## src/sv/ucpc_pkg.sv

```systemverilog
`timescale 1ns / 1ps
`default_nettype none

package ucpc_pkg;

    localparam int RESULT_W = 31;
    localparam int CFG_IDX_W = 2;

    localparam logic [CFG_IDX_W-1:0] CFG_LIMIT_ENABLE = 2'd0;
    localparam logic [CFG_IDX_W-1:0] CFG_CP_LIMIT     = 2'd1;

    typedef enum logic [2:0] {
        RC_80_BF = 3'd0,
        RC_A0_BF = 3'd1,
        RC_80_9F = 3'd2,
        RC_90_BF = 3'd3,
        RC_80_8F = 3'd4
    } t_range_class;

    function automatic logic cont_ok(input logic [7:0] b, input t_range_class cls);
        logic ok;
        ok = 1'b0;
        if (b[7:6] == 2'b10) begin
            case (cls)
                RC_A0_BF: ok = b[5];
                RC_80_9F: ok = !b[5];
                RC_90_BF: ok = b[5] | b[4];
                RC_80_8F: ok = !b[5] & !b[4];
                default:  ok = 1'b1;
            endcase
        end
        return ok;
    endfunction

endpackage

`default_nettype wire

```

## src/sv/utf8_code_point_counter.sv

```systemverilog
// UTF-8 validator and code point counter; with the limit enabled it reports a byte length or cut offset.
// Input channel: one string byte per request on i_data_byte, with i_last_byte
// marking the final byte and i_empty_string standing for a zero-length string.
// A request is taken at a rising edge with i_in_valid high and o_in_stall low.
// Output channel: one result per string (on its last byte or empty mark),
// taken at an edge with o_out_valid high and i_out_stall low.
// Configuration: i_cfg_we writes i_cfg_data to register i_cfg_index
// (0 limit enable, 1 code point limit); write it only while no string is in flight.
// Throughput is one byte per cycle while o_in_stall is low: the decoder state
// update is a single level of registers fed by shallow logic. The result of a
// string is registered into the output queue when its last byte is taken.
// Results wait in a two-entry output queue. While the receiver stalls, input
// is still taken until the second entry is occupied; o_in_stall is high only
// then. Synchronous reset clears the decoder, the counters, both configuration
// registers and the output queue; no clearing pass is needed.
`timescale 1ns / 1ps
`default_nettype none

module utf8_code_point_counter #(
    parameter int LENGTH_BITS = 31
) (
    input  wire                                  i_clk,
    input  wire                                  i_rst_n,
    input  wire                                  i_in_valid,
    output logic                                 o_in_stall,
    input  wire  [7:0]                           i_data_byte,
    input  wire                                  i_last_byte,
    input  wire                                  i_empty_string,
    output logic                                 o_out_valid,
    input  wire                                  i_out_stall,
    output logic [ucpc_pkg::RESULT_W-1:0]        o_result_value,
    output logic                                 o_invalid_utf8,
    output logic                                 o_limit_reached,
    input  wire                                  i_cfg_we,
    input  wire  [ucpc_pkg::CFG_IDX_W-1:0]       i_cfg_index,
    input  wire  [ucpc_pkg::RESULT_W-1:0]        i_cfg_data
);

    localparam int RW = ucpc_pkg::RESULT_W;
    localparam int CW = ucpc_pkg::RESULT_W + 1;
    localparam logic [LENGTH_BITS-1:0] LEN_MAX = '1;

    logic                   r_limit_en;
    logic [RW-1:0]          r_max_len;

    logic [LENGTH_BITS-1:0] r_byte_pos,  n_byte_pos;
    logic [LENGTH_BITS-1:0] r_point_cnt, n_point_cnt;
    logic [1:0]             r_pending,   n_pending;
    ucpc_pkg::t_range_class r_range_cls, n_range_cls;
    logic [LENGTH_BITS-1:0] r_seq_start, n_seq_start;
    logic                   r_err,       n_err;
    logic                   r_cut,       n_cut;
    logic [LENGTH_BITS-1:0] r_cut_off,   n_cut_off;

    logic                   in_acc;
    logic                   cp_done;
    logic                   err_final;
    logic                   push;
    logic [RW-1:0]          res_value;
    logic                   res_inv;
    logic                   res_cut;

    logic                   r_out_valid;
    logic [RW-1:0]          r_out_value;
    logic                   r_out_inv;
    logic                   r_out_cut;
    logic                   r_sk_valid;
    logic [RW-1:0]          r_sk_value;
    logic                   r_sk_inv;
    logic                   r_sk_cut;
    logic                   pop;

    assign in_acc = i_in_valid && !o_in_stall;
    assign pop    = r_out_valid && !i_out_stall;

    assign o_in_stall      = r_sk_valid;
    assign o_out_valid     = r_out_valid;
    assign o_result_value  = r_out_value;
    assign o_invalid_utf8  = r_out_inv;
    assign o_limit_reached = r_out_cut;

    always_comb begin
        n_byte_pos  = r_byte_pos;
        n_point_cnt = r_point_cnt;
        n_pending   = r_pending;
        n_range_cls = r_range_cls;
        n_seq_start = r_seq_start;
        n_err       = r_err;
        n_cut       = r_cut;
        n_cut_off   = r_cut_off;
        cp_done     = 1'b0;
        err_final   = 1'b0;
        push        = 1'b0;
        res_value   = '0;
        res_inv     = 1'b0;
        res_cut     = 1'b0;
        if (in_acc) begin
            if (i_empty_string) begin
                n_byte_pos  = '0;
                n_point_cnt = '0;
                n_pending   = 2'd0;
                n_range_cls = ucpc_pkg::RC_80_BF;
                n_seq_start = '0;
                n_err       = 1'b0;
                n_cut       = 1'b0;
                n_cut_off   = '0;
                push        = 1'b1;
            end else begin
                n_byte_pos = (r_byte_pos == LEN_MAX) ? r_byte_pos : r_byte_pos + 1'b1;
                if (!r_err && !r_cut) begin
                    if (r_pending == 2'd0) begin
                        n_seq_start = r_byte_pos;
                        n_range_cls = ucpc_pkg::RC_80_BF;
                        if (!i_data_byte[7]) begin
                            cp_done = 1'b1;
                        end else if (i_data_byte >= 8'hC2 && i_data_byte <= 8'hDF) begin
                            n_pending = 2'd1;
                        end else if (i_data_byte[7:4] == 4'hE) begin
                            n_pending = 2'd2;
                            if (i_data_byte == 8'hE0) begin
                                n_range_cls = ucpc_pkg::RC_A0_BF;
                            end else if (i_data_byte == 8'hED) begin
                                n_range_cls = ucpc_pkg::RC_80_9F;
                            end
                        end else if (i_data_byte >= 8'hF0 && i_data_byte <= 8'hF4) begin
                            n_pending = 2'd3;
                            if (i_data_byte == 8'hF0) begin
                                n_range_cls = ucpc_pkg::RC_90_BF;
                            end else if (i_data_byte == 8'hF4) begin
                                n_range_cls = ucpc_pkg::RC_80_8F;
                            end
                        end else begin
                            n_err = 1'b1;
                        end
                    end else if (ucpc_pkg::cont_ok(i_data_byte, r_range_cls)) begin
                        n_pending   = r_pending - 2'd1;
                        n_range_cls = ucpc_pkg::RC_80_BF;
                        cp_done     = (r_pending == 2'd1);
                    end else begin
                        n_err = 1'b1;
                    end
                    if (cp_done) begin
                        if (r_limit_en
                                && (CW'(r_point_cnt) + CW'(1) > CW'(r_max_len))) begin
                            n_cut     = 1'b1;
                            n_cut_off = n_seq_start;
                        end else if (r_point_cnt != LEN_MAX) begin
                            n_point_cnt = r_point_cnt + 1'b1;
                        end
                    end
                end
                if (i_last_byte) begin
                    push      = 1'b1;
                    err_final = n_err || (!n_cut && n_pending != 2'd0);
                    res_inv   = err_final;
                    if (!err_final) begin
                        if (r_limit_en) begin
                            res_value = n_cut ? RW'(n_cut_off) : RW'(n_byte_pos);
                            res_cut   = n_cut;
                        end else begin
                            res_value = RW'(n_point_cnt);
                        end
                    end
                    n_byte_pos  = '0;
                    n_point_cnt = '0;
                    n_pending   = 2'd0;
                    n_range_cls = ucpc_pkg::RC_80_BF;
                    n_seq_start = '0;
                    n_err       = 1'b0;
                    n_cut       = 1'b0;
                    n_cut_off   = '0;
                end
            end
        end
    end

    always_ff @(posedge i_clk) begin
        if (!i_rst_n) begin
            r_limit_en <= 1'b0;
            r_max_len  <= '0;
        end else if (i_cfg_we) begin
            case (i_cfg_index)
                ucpc_pkg::CFG_LIMIT_ENABLE: r_limit_en <= i_cfg_data[0];
                ucpc_pkg::CFG_CP_LIMIT:     r_max_len  <= i_cfg_data;
                default:                    r_limit_en <= r_limit_en;
            endcase
        end
    end

    always_ff @(posedge i_clk) begin
        if (!i_rst_n) begin
            r_byte_pos  <= '0;
            r_point_cnt <= '0;
            r_pending   <= 2'd0;
            r_range_cls <= ucpc_pkg::RC_80_BF;
            r_seq_start <= '0;
            r_err       <= 1'b0;
            r_cut       <= 1'b0;
            r_cut_off   <= '0;
        end else begin
            r_byte_pos  <= n_byte_pos;
            r_point_cnt <= n_point_cnt;
            r_pending   <= n_pending;
            r_range_cls <= n_range_cls;
            r_seq_start <= n_seq_start;
            r_err       <= n_err;
            r_cut       <= n_cut;
            r_cut_off   <= n_cut_off;
        end
    end

    // Two-entry output queue: the skid entry fills only while the head is stalled.
    always_ff @(posedge i_clk) begin
        if (!i_rst_n) begin
            r_out_valid <= 1'b0;
            r_sk_valid  <= 1'b0;
        end else if (!r_out_valid || pop) begin
            if (r_sk_valid) begin
                r_out_valid <= 1'b1;
                r_out_value <= r_sk_value;
                r_out_inv   <= r_sk_inv;
                r_out_cut   <= r_sk_cut;
                r_sk_valid  <= push;
                r_sk_value  <= res_value;
                r_sk_inv    <= res_inv;
                r_sk_cut    <= res_cut;
            end else begin
                r_out_valid <= push;
                r_out_value <= res_value;
                r_out_inv   <= res_inv;
                r_out_cut   <= res_cut;
            end
        end else if (push) begin
            r_sk_valid <= 1'b1;
            r_sk_value <= res_value;
            r_sk_inv   <= res_inv;
            r_sk_cut   <= res_cut;
        end
    end

endmodule

`default_nettype wire

```

## config.mk

```make
export PLATFORM = sky130hd
export DESIGN_NAME = utf8_code_point_counter
export DESIGN_NICKNAME = d
export VERILOG_FILES = /design/src/sv/ucpc_pkg.sv /design/src/sv/utf8_code_point_counter.sv
export SDC_FILE = /design/constraint.sdc
export NUM_CORES = 1
export LEC_CHECK = 0
export BUFFER_PORTS_ARGS = -buffer_cell sky130_fd_sc_hd__buf_2
export CAP_MARGIN = 20
export CELL_PAD_IN_SITES_DETAIL_PLACEMENT = 1
export CELL_PAD_IN_SITES_GLOBAL_PLACEMENT = 2
export CORE_UTILIZATION = 42
export CTS_BUF_LIST = sky130_fd_sc_hd__clkbuf_8
export CTS_CLUSTER_DIAMETER = 40
export DETAILED_ROUTE_END_ITERATION = 8
export PLACE_DENSITY_LB_ADDON = 0.1
export SETUP_SLACK_MARGIN = 0.2
export SYNTH_ARGS = -nofsm -noshare
export SYNTH_HDL_FRONTEND = slang
export SYNTH_SLANG_ARGS = --single-unit
```

## constraint.sdc

```tcl
create_clock -name i_clk -period 7.6 [get_ports i_clk]
set_input_delay 1.52 -clock i_clk [delete_from_list [all_inputs] [get_ports i_clk]]
set_output_delay 1.52 -clock i_clk [all_outputs]
set_load 0.01 [all_outputs]
```

==> Word level (Yosys, flattened, before mapping) <==
Index checks and enable logic that the tools add are counted.
{ "totals": {"ff_bits": 231, "latchBits": 0, "mem_bits_rw": 0, "rom_bits": 0, "inputBits": 48, "output_inout_bits": 35, "wordCells": 178, "mem_count": 0} }
{ "op_classes": {"add_sub_neg": 4, "mul": 0, "div": 0, "magnitude_cmp": 5, "n_eq_ne": 15, "shift": 0, "mux": 105, "bitwise": 2, "n_reduce_logical": 29} }
{ "ops": {"columns": ["cell", "n"], "rows": [
  ["2-to-1 mux 31 bit", 28],
  ["adder 31 x 1 -> 31 bit (second input constant)", 2],
  ["2-to-1 mux 1 bit", 52],
  ["2-to-1 mux 3 bit", 11],
  ["adder 31 x 1 -> 32 bit (second input constant)", 1],
  ["equality test 8 bit (second input constant)", 4],
  ["> comparator 32 x 31 -> 1 bit", 1],
  ["equality test 31 bit (second input constant)", 1],
  ["inequality test 31 bit (second input constant)", 1],
  ["2-to-1 mux 2 bit", 13],
  [">= comparator 8 bit (second input constant)", 2],
  ["less-or-equal comparator 8 bit (second input constant)", 2],
  ["logical NOT 1 bit", 8],
  ["AND reduction 2 bit", 4],
  ["logical AND 1 bit", 7],
  ["equality test 3 x 2 -> 1 bit (second input constant)", 2],
  ["AND reduction 3 bit", 2],
  ["equality test 2 x 1 -> 1 bit (second input constant)", 2],
  ["equality test 4 bit (second input constant)", 1],
  ["logical NOT 2 bit", 2],
  ["case mux 1 bit (4 select lines)", 1],
  ["nonzero test 2 bit", 2],
  ["nonzero test 4 bit", 1],
  ["equality test 3 x 1 -> 1 bit (second input constant)", 1],
  ["other kinds (8)", 9]
]} }

==> Depth between registers and ports, before layout <==
Gate-level depths: netlist (run 1).
{ "depth": {"depth_word": 26, "mapped_depth": 18, "mapped_depth_nobuf": 16} }

==> Worst setup path before layout (run 1) <==
Ideal clock, no wire load.
{ "synth_path": {"kind": "reg-to-reg", "start": "reg r_point_cnt[0]", "end": "reg r_out_value[24], in the netlist o_result_value[24] (data pin)", "setup_ns": 0.268, "arrival_time_ns": 4.329, "required_time_ns": 7.332, "setup_slack_ns": 3.003, "path_stages_with_launch": 17, "n_path_buf": 2, "period_less_slack_ns": 4.597, "cell_sequence": "dfxtp_1 > ha_1 > nand3_1 > nor4_1 > and4b_1 > clkbuf_1 > nand3_1 > xnor2_1 > ha_1 > nand4_1 > or4_1 > a31oi_1 > o211a_4 > buf_6 > mux2_1 > a211oi_1 > o31ai_1"} }
{ "synth_between": {"elab_chain_len": 16, "word_cells_on_any_way": 27, "cone_classes": "2 x add/sub; 1 x order compare; 1 x eq/ne; 19 x mux; 4 x reduce/logical"} }
{ "synth_lines": {"columns": ["element", "line_no", "text"], "rows": [
  ["start: declaration", "utf8_code_point_counter.sv:47", "logic [LENGTH_BITS-1:0] r_point_cnt, n_point_cnt;"],
  ["start signal: assignment", "utf8_code_point_counter.sv:202", "r_point_cnt <= n_point_cnt;"],
  ["adder 31 x 1 -> 32 bit", "utf8_code_point_counter.sv:144", "&& (CW'(r_point_cnt) + CW'(1) > CW'(r_max_len))) begin"],
  ["> comparator 32 x 31 -> 1 bit", "utf8_code_point_counter.sv:144", null],
  ["logical AND 1 bit", "utf8_code_point_counter.sv:144", null],
  ["2-to-1 mux 1 bit", "utf8_code_point_counter.sv:143", "if (r_limit_en"],
  ["2-to-1 mux 1 bit", "utf8_code_point_counter.sv:142", "if (cp_done) begin"],
  ["2-to-1 mux 1 bit", "utf8_code_point_counter.sv:110", "if (!r_err && !r_cut) begin"],
  ["2-to-1 mux 1 bit", "utf8_code_point_counter.sv:98", "if (i_empty_string) begin"],
  ["2-to-1 mux 1 bit", "utf8_code_point_counter.sv:97", "if (in_acc) begin"],
  ["logical NOT 1 bit", "utf8_code_point_counter.sv:154", "err_final = n_err || (!n_cut && n_pending != 2'd0);"],
  ["logical AND 1 bit", "utf8_code_point_counter.sv:154", null],
  ["logical OR 1 bit", "utf8_code_point_counter.sv:154", null],
  ["2-to-1 mux 31 bit *", "utf8_code_point_counter.sv:156", "if (!err_final) begin"],
  ["2-to-1 mux 31 bit *", "utf8_code_point_counter.sv:152", "if (i_last_byte) begin"],
  ["2-to-1 mux 31 bit *", "utf8_code_point_counter.sv:98", null],
  ["2-to-1 mux 31 bit *", "utf8_code_point_counter.sv:97", null],
  ["2-to-1 mux 31 bit *", "utf8_code_point_counter.sv:218", "if (r_sk_valid) begin"],
  ["end signal: assignment", "utf8_code_point_counter.sv:220", "r_out_value <= r_sk_value;"],
  ["end signal: assignment", "utf8_code_point_counter.sv:229", "r_out_value <= res_value;"],
  ["end: declaration", "utf8_code_point_counter.sv:64", "logic [RW-1:0] r_out_value;"]
]} }
Mark *: on every way between the ends. The rest lies on a longest branch, timed or not. The select of a mux whose other input is x is not followed.
A chain may end at the register's enable or synchronous reset.

==> Final worst setup path (run 1) <==
{ "layout_path": {"start": "reg r_point_cnt[0]", "end": "reg r_out_value[0], in the netlist o_result_value[0] (data pin)"} }
The elaborated chain is that of the path after synthesis.

==> flow_summary_export.csv, run 1 <==
group,metric,value,unit
cts,postCtsHoldBufs,0,
critical_path,crit_end,"o_result_value[0]$_DFFE_PP_",
die,die_y,179,um
synthesis,synth.most_common_cell,"nand2_1",
detailed_routing,wl_met3,1980,um
grt,grt_max_degree,72,
cts,clk_transition_reported_paths,0.06,ns
die,ios,83,
hold_path,hp-class,"reg -> reg",
grt,grt_remaining_overflow,0,
synthesis,synth.top_cells.by_count,"nand2_1, dfxtp_1, nor2_1",
synthesis,synthTopCellsByArea,"dfxtp_1, edfxtp_1, nand2_1",
critical_path,criticalPathCategory,"reg -> reg",
detailed_routing,top_layer,"met4",
sta,hold_viol,0,
die,dieArea,31900,sq um
flow_run,drv_cap,0,
grt,antenna_found_initial,0,
detailed_routing,route.vias.total,11800,
sta,skew,0.0333,ns
detailed_routing,drc,0,
power_and_ir_drop,p_per_area,200,nW/um^2
placed_design,dp_hpwl,27800,um
synthesis,yosysWarnings,0,
critical_path,crit_fanout,37,
detailed_routing,wl_met1,20600,um
synthesis,synth_area_leader_cell,"dfxtp_1",
critical_path,crit_required,7.97,ns
critical_path,worstPathArrival,6.48,ns
die,coreArea,30700,sq um
synthesis,synth-edff-count,66,
critical_path,r2r_end,"o_result_value[0]$_DFFE_PP_",
sta,setup_violations,0,
hold_path,hp-start,"r_max_len[8]$_SDFFE_PN0P_",
sta,max_slew.worst_pin.slew,1.22,ns
critical_path,critPathLaunch,"r_point_cnt[0]$_SDFFE_PN0P_",
sta,rsz0062_at_grt,"false",
finish,diodes,0,
power_and_ir_drop,p_leak,5.36,nW
detailed_routing,avgRoutedWirePerCell,21.9,um
detailed_routing,wl,43600,um
grt,grt_pass1_wl,67800,um
synthesis,synth.distinct_cells,79,
synthesis,async_flop_share,0,%
cts,cts_buffers,49,
critical_path,startpoint_type,"flop",
grt,grt_pass1_vias,11900,
finish,fin_nets,1637,
finish,syn2layout_area_growth,12.6,%
sta,slew_headroom,18.6,%
critical_path,reg2reg_depth,15,
synthesis,syn-num-nets,1617,
finish,final_area,14800,sq um
detailed_routing,vias_per_cell,5.93,
detailed_routing,firstDrtPassIters,5,
synthesis,ys.flop_type,"dfxtp_1",
detailed_routing,drtIter0Drc,683,
synthesis,syn_area,13100,sq um
placed_design,gp_congestion,0.823,
sta,timing.fmax,164,MHz
die,initial_core_util,42.8,%
placed_design,numPortBuffers,82,
synthesis,synth_seq_area_share,40.3,%
critical_path,cp-end-kind,"flop",
cts,cts_num_sinks,231,
synthesis,yosysTopAreaCellShare,25.2,%
placed_design,place_area,13600,sq um
sta,hold-worst-slack,0.454,ns
synthesis,syn_area_per_cell,8.55,sq um
critical_path,rrSetupSlack,1.49,ns
cts,htreeDepth,2,
power_and_ir_drop,ir_drop,156,uV
finish,drive_gt1_share,14.9,%
die,fp.dieW,179,um
cts,cts-root-buf,"clkbuf_8",
sta,fin_setup_tns,0,ns
cts,clk_latency,0.58,ns
synthesis,synth_seq_cells,231,
critical_path,r2r-start,"r_point_cnt[0]$_SDFFE_PN0P_",
cts,cts_tree,"yes",
synthesis,synthCells,1534,
grt,track_usage,27.5,%
sta,final_max_slew_viol_count,0,
detailed_routing,dr_wl_met2,20000,um
cts,cts_setup_buffers,0,
cts,max-clock-path-buffers,3,
sta,final.min_clock_period,6.11,ns
detailed_routing,ant_nets,0,
cts,cts_resized,0,
outcome,status,"complete, no violations",
die,rows,64,
sta,fin_crit_sh,80.4,%
-- registers in the layout, summed over array words and instances, names as in the netlist, 2 cells and up --
register        flops
r_point_cnt        31
r_byte_pos         31
o_result_value     31
r_seq_start        31
r_pending           2
r_max_len          31
r_sk_value         31
r_range_cls         3
r_cut_off          31
-- routing by layer --
layer	track usage, %	vias up
met5	0.801	-
met4	7.77	0
met3	3.52	70
met2	44.8	261
met1	37.9	5878
li1	-	5596
-- metrics by stage --
step / worst slack [ns] / utilization (%) / total power [mW] / cells
after floorplan: 3.00 / - / 1.45 / 1534
after global placement: 1.89 / 44.4 / 1.53 / 1896
final: 1.49 / 48.2 / 2.96 / 1991
after global routing: 1.06 / 48.2 / 3.06 / 1991
after CTS: 1.58 / 47.9 / 2.98 / 1988
after detailed placement: 1.65 / 44.4 / 1.53 / 1896
-- report_power, final --
group | internal, mW | leakage (nW) | total, mW | switching, mW
clock | 0.834 | 0.562 | 1.45 | 0.612
combinational | 0.0588 | 2.87 | 0.216 | 0.157
sequential | 1.29 | 1.92 | 1.30 | 0.0108
total | 2.18 | 5.36 | 2.96 | 0.780
-- cells by family after synthesis --
| family | synth area share [%] |
|---|---|
| muxes | 5.63 |
| xor gates and xnor gates | 5.47 |
| and+or+nand+nor | 20.1 |
| adders and majority gates | 3.34 |
| AOI/OAI and AO/OA | 19.6 |
| buffers and inverters | 5.52 |
| DFF | 40.3 |
-- worst min-delay path by stage --
stage	to	slack [ns]	cells past startpoint
3_3_place_gp	r_max_len[26]$_SDFFE_PN0P_	0.44	2
2_1_floorplan	r_seq_start[25]$_SDFFE_PN0P_	0.43	2
3_5_place_dp	r_max_len[7]$_SDFFE_PN0P_	0.45	2
6_report	r_max_len[8]$_SDFFE_PN0P_	0.45	2
5_1_grt	r_max_len[17]$_SDFFE_PN0P_	0.48	2
4_1_cts	r_max_len[7]$_SDFFE_PN0P_	0.46	2
-- cell usage in the layout (no fill, tap or decap), drive strengths merged, types with 59 or more instances in the layout --
cell type and instances:
o31ai 59, nand2 193, buf 98, mux2 62, nor2 146, clkbuf 59
dfxtp 165, a21oi 139, nor3 84, edfxtp 66
-- critical path, cell delays in order, from the launching register on --
cell and delay (ns):
dfxtp_1 0.44, ha_1 0.32, nand3_1 0.25, nor4_1 0.63, and4b_1 0.43, nand3_1 0.21
xnor2_1 0.18, ha_1 0.30, nand4_1 0.12, or4_1 0.56, a31oi_1 0.45, o211a_4 0.59
a211o_2 0.22, nand2_2 0.43, buf_4 0.43, o31ai_1 0.33
-- layout make-up --
cell class | count | area (sq um)
clock inverters | 34 | 265
well taps | 396 | 495
fillers | 3633 | 15900
inverters | 39 | 149
flip-flops and latches | 231 | 5290
repair buffers | 99 | 588
clock buffers | 58 | 798
multi-input cells | 1134 | 7190
No activity file was read; power rests on OpenSTA's default activity.
==> inputs of run 2 (changes only) <==
- CORE_UTILIZATION: 42 -> 35
- clock period: 7.6 -> 5.2 ns (I/O delays scaled with it)
==> flow_summary_export.csv, run 2 (synthesis results as in run 1) <==
group,metric,value,unit
die,ios,83,
finish,syn2layout_area_growth,17.0,%
critical_path,slowest_stage,"or4_1",
grt,track_usage,25.0,%
grt,grt_remaining_overflow,0,
placed_design,numPortBuffers,82,
detailed_routing,vias_per_cell,5.66,
flow_run,drv_cap,0,
outcome,status,"complete, no violations",
grt,grt_pass1_wl,73500,um
detailed_routing,route.vias.total,12000,
cts,clk_transition_reported_paths,0.06,ns
sta,setup_violations,0,
critical_path,crit_required,5.64,ns
die,die_y,196,um
sta,final_max_slew_viol_count,0,
detailed_routing,drtIter0Drc,643,
finish,mostFrequentLayoutCell,"nand2_1",
critical_path,criticalPathCategory,"reg -> reg",
critical_path,cp-end-kind,"flop",
placed_design,gp_congestion,0.846,
grt,grt_max_degree,85,
hold_path,hp-class,"reg -> reg",
detailed_routing,drc,0,
die,initial_core_util,35.7,%
sta,setup_ws,0.478,ns
power_and_ir_drop,p_leak,5.70,nW
critical_path,worstPathArrival,5.16,ns
grt,grt_pass1_vias,12200,
critical_path,max_stage_delay,0.64,ns
sta,rsz0062_at_grt,"false",
sta,fin_setup_tns,0,ns
placed_design,place_ws,0.00421,ns
sta,hold_viol,0,
grt,antenna_found_initial,0,
power_and_ir_drop,p_per_area,292,nW/um^2
finish,drive_gt1_share,18.1,%
cts,clk_latency,0.63,ns
detailed_routing,wl,47400,um
cts,cts-root-buf,"clkbuf_8",
critical_path,startpoint_type,"flop",
finish,diodes,0,
sta,fin_crit_sh,90.8,%
sta,skew,0.0329,ns
cts,cts_num_sinks,231,
die,coreArea,36800,sq um
critical_path,critPathBufInv,2,
power_and_ir_drop,ir_drop,154,uV
finish,fin_nets,1684,
sta,timing.fmax,212,MHz
critical_path,critPathTopFamily,"simple AND/OR/NAND/NOR gates",
critical_path,worstPathCellList,"buf_4, and3_1, and4_1, nand2_1, nor2_2, xor2_1, ha_1, nand4_1, or4_1, o21ai_2, o31ai_4, o211a_4, buf_4, o31ai_1, a21oi_1, o31ai_1",
cts,htreeDepth,2,
cts,max-clock-path-buffers,3,
sta,slew_headroom,30.4,%
cts,cts_tree,"yes",
die,rows,70,
cts,cts_buffers,51,
critical_path,crit_fanout,18,
finish,final_cell_mix,"nand2_1, dfxtp_1, nor2_1, a21oi_1",
die,fp.dieW,196,um
die,dieArea,38300,sq um
placed_design,dp_hpwl,31300,um
detailed_routing,avgRoutedWirePerCell,22.4,um
sta,max_slew.worst_pin.slew,1.04,ns
detailed_routing,ant_nets,0,
sta,final.min_clock_period,4.72,ns
detailed_routing,firstDrtPassIters,5,
run 2: cell type report:
class / instances / area, sq um
flip-flops and latches: 231 / 5290
multi-input cells: 1134 / 7230
inverters: 39 / 149
well taps: 468 / 586
clock inverters: 38 / 337
repair buffers: 144 / 953
clock buffers: 58 / 798
fillers: 4299 / 21400
run 2: worst paths after layout:
check,start,end,slack [ns],cells past startpoint
worst max register to register,r_point_cnt[4]$_SDFFE_PN0P_,o_result_value[22]$_DFFE_PP_,0.48,16
worst min-delay path,r_max_len[5]$_SDFFE_PN0P_,r_max_len[5]$_SDFFE_PN0P_,0.45,2
worst max-delay path,r_point_cnt[4]$_SDFFE_PN0P_,o_result_value[22]$_DFFE_PP_,0.48,16
worst min register to register,r_max_len[5]$_SDFFE_PN0P_,r_max_len[5]$_SDFFE_PN0P_,0.45,2
run 2: report_power, final:
group,switching [mW],internal (mW),total [mW]
clock,0.922,1.33,2.25
sequential,0.0152,1.88,1.89
combinational,0.245,0.0986,0.343
total,1.18,3.30,4.49
run 2: stage by stage:
step | util, % | hold slack, ns | std cells | instance area [sq um] | power, mW
finish | 41.7 | 0.454 | 2112 | 15300 | 4.49
global route | 41.7 | 0.479 | 2112 | 15300 | 4.67
CTS | 41.4 | 0.456 | 2110 | 15200 | 4.55
detailed placement | 38.2 | 0.448 | 2010 | 14100 | 2.27
global placement | 38.2 | 0.440 | 2010 | 14100 | 2.26
floorplan | - | 0.434 | 1534 | 13100 | 2.11
run 2: routing by layer:
metal / up-vias / wire (um) / track usage, %
met5: - / 0 / 0
met4: 0 / 907 / 6.15
met3: 72 / 2200 / 4.04
met2: 290 / 21300 / 40.4
met1: 5901 / 22900 / 34.7
li1: 5696 / - / -
run 2: timing repair:
action / CTS / global route
setup endpoints to repair: 48 / 69
resized for setup: 2 / 13
hold buffers: 0 / 0
gates cloned: 0 / 0
setup buffers: 4 / 0
run 2: worst reg2reg max path, cell delays in order, from the launching register on:
cell	delay, ns
dfxtp_1	0.33
buf_4	0.15
and3_1	0.21
and4_1	0.42
nand2_1	0.26
nor2_2	0.26
xor2_1	0.14
ha_1	0.32
nand4_1	0.24
or4_1	0.64
o21ai_2	0.18
o31ai_4	0.12
o211a_4	0.20
buf_4	0.23
o31ai_1	0.43
a21oi_1	0.11
o31ai_1	0.29
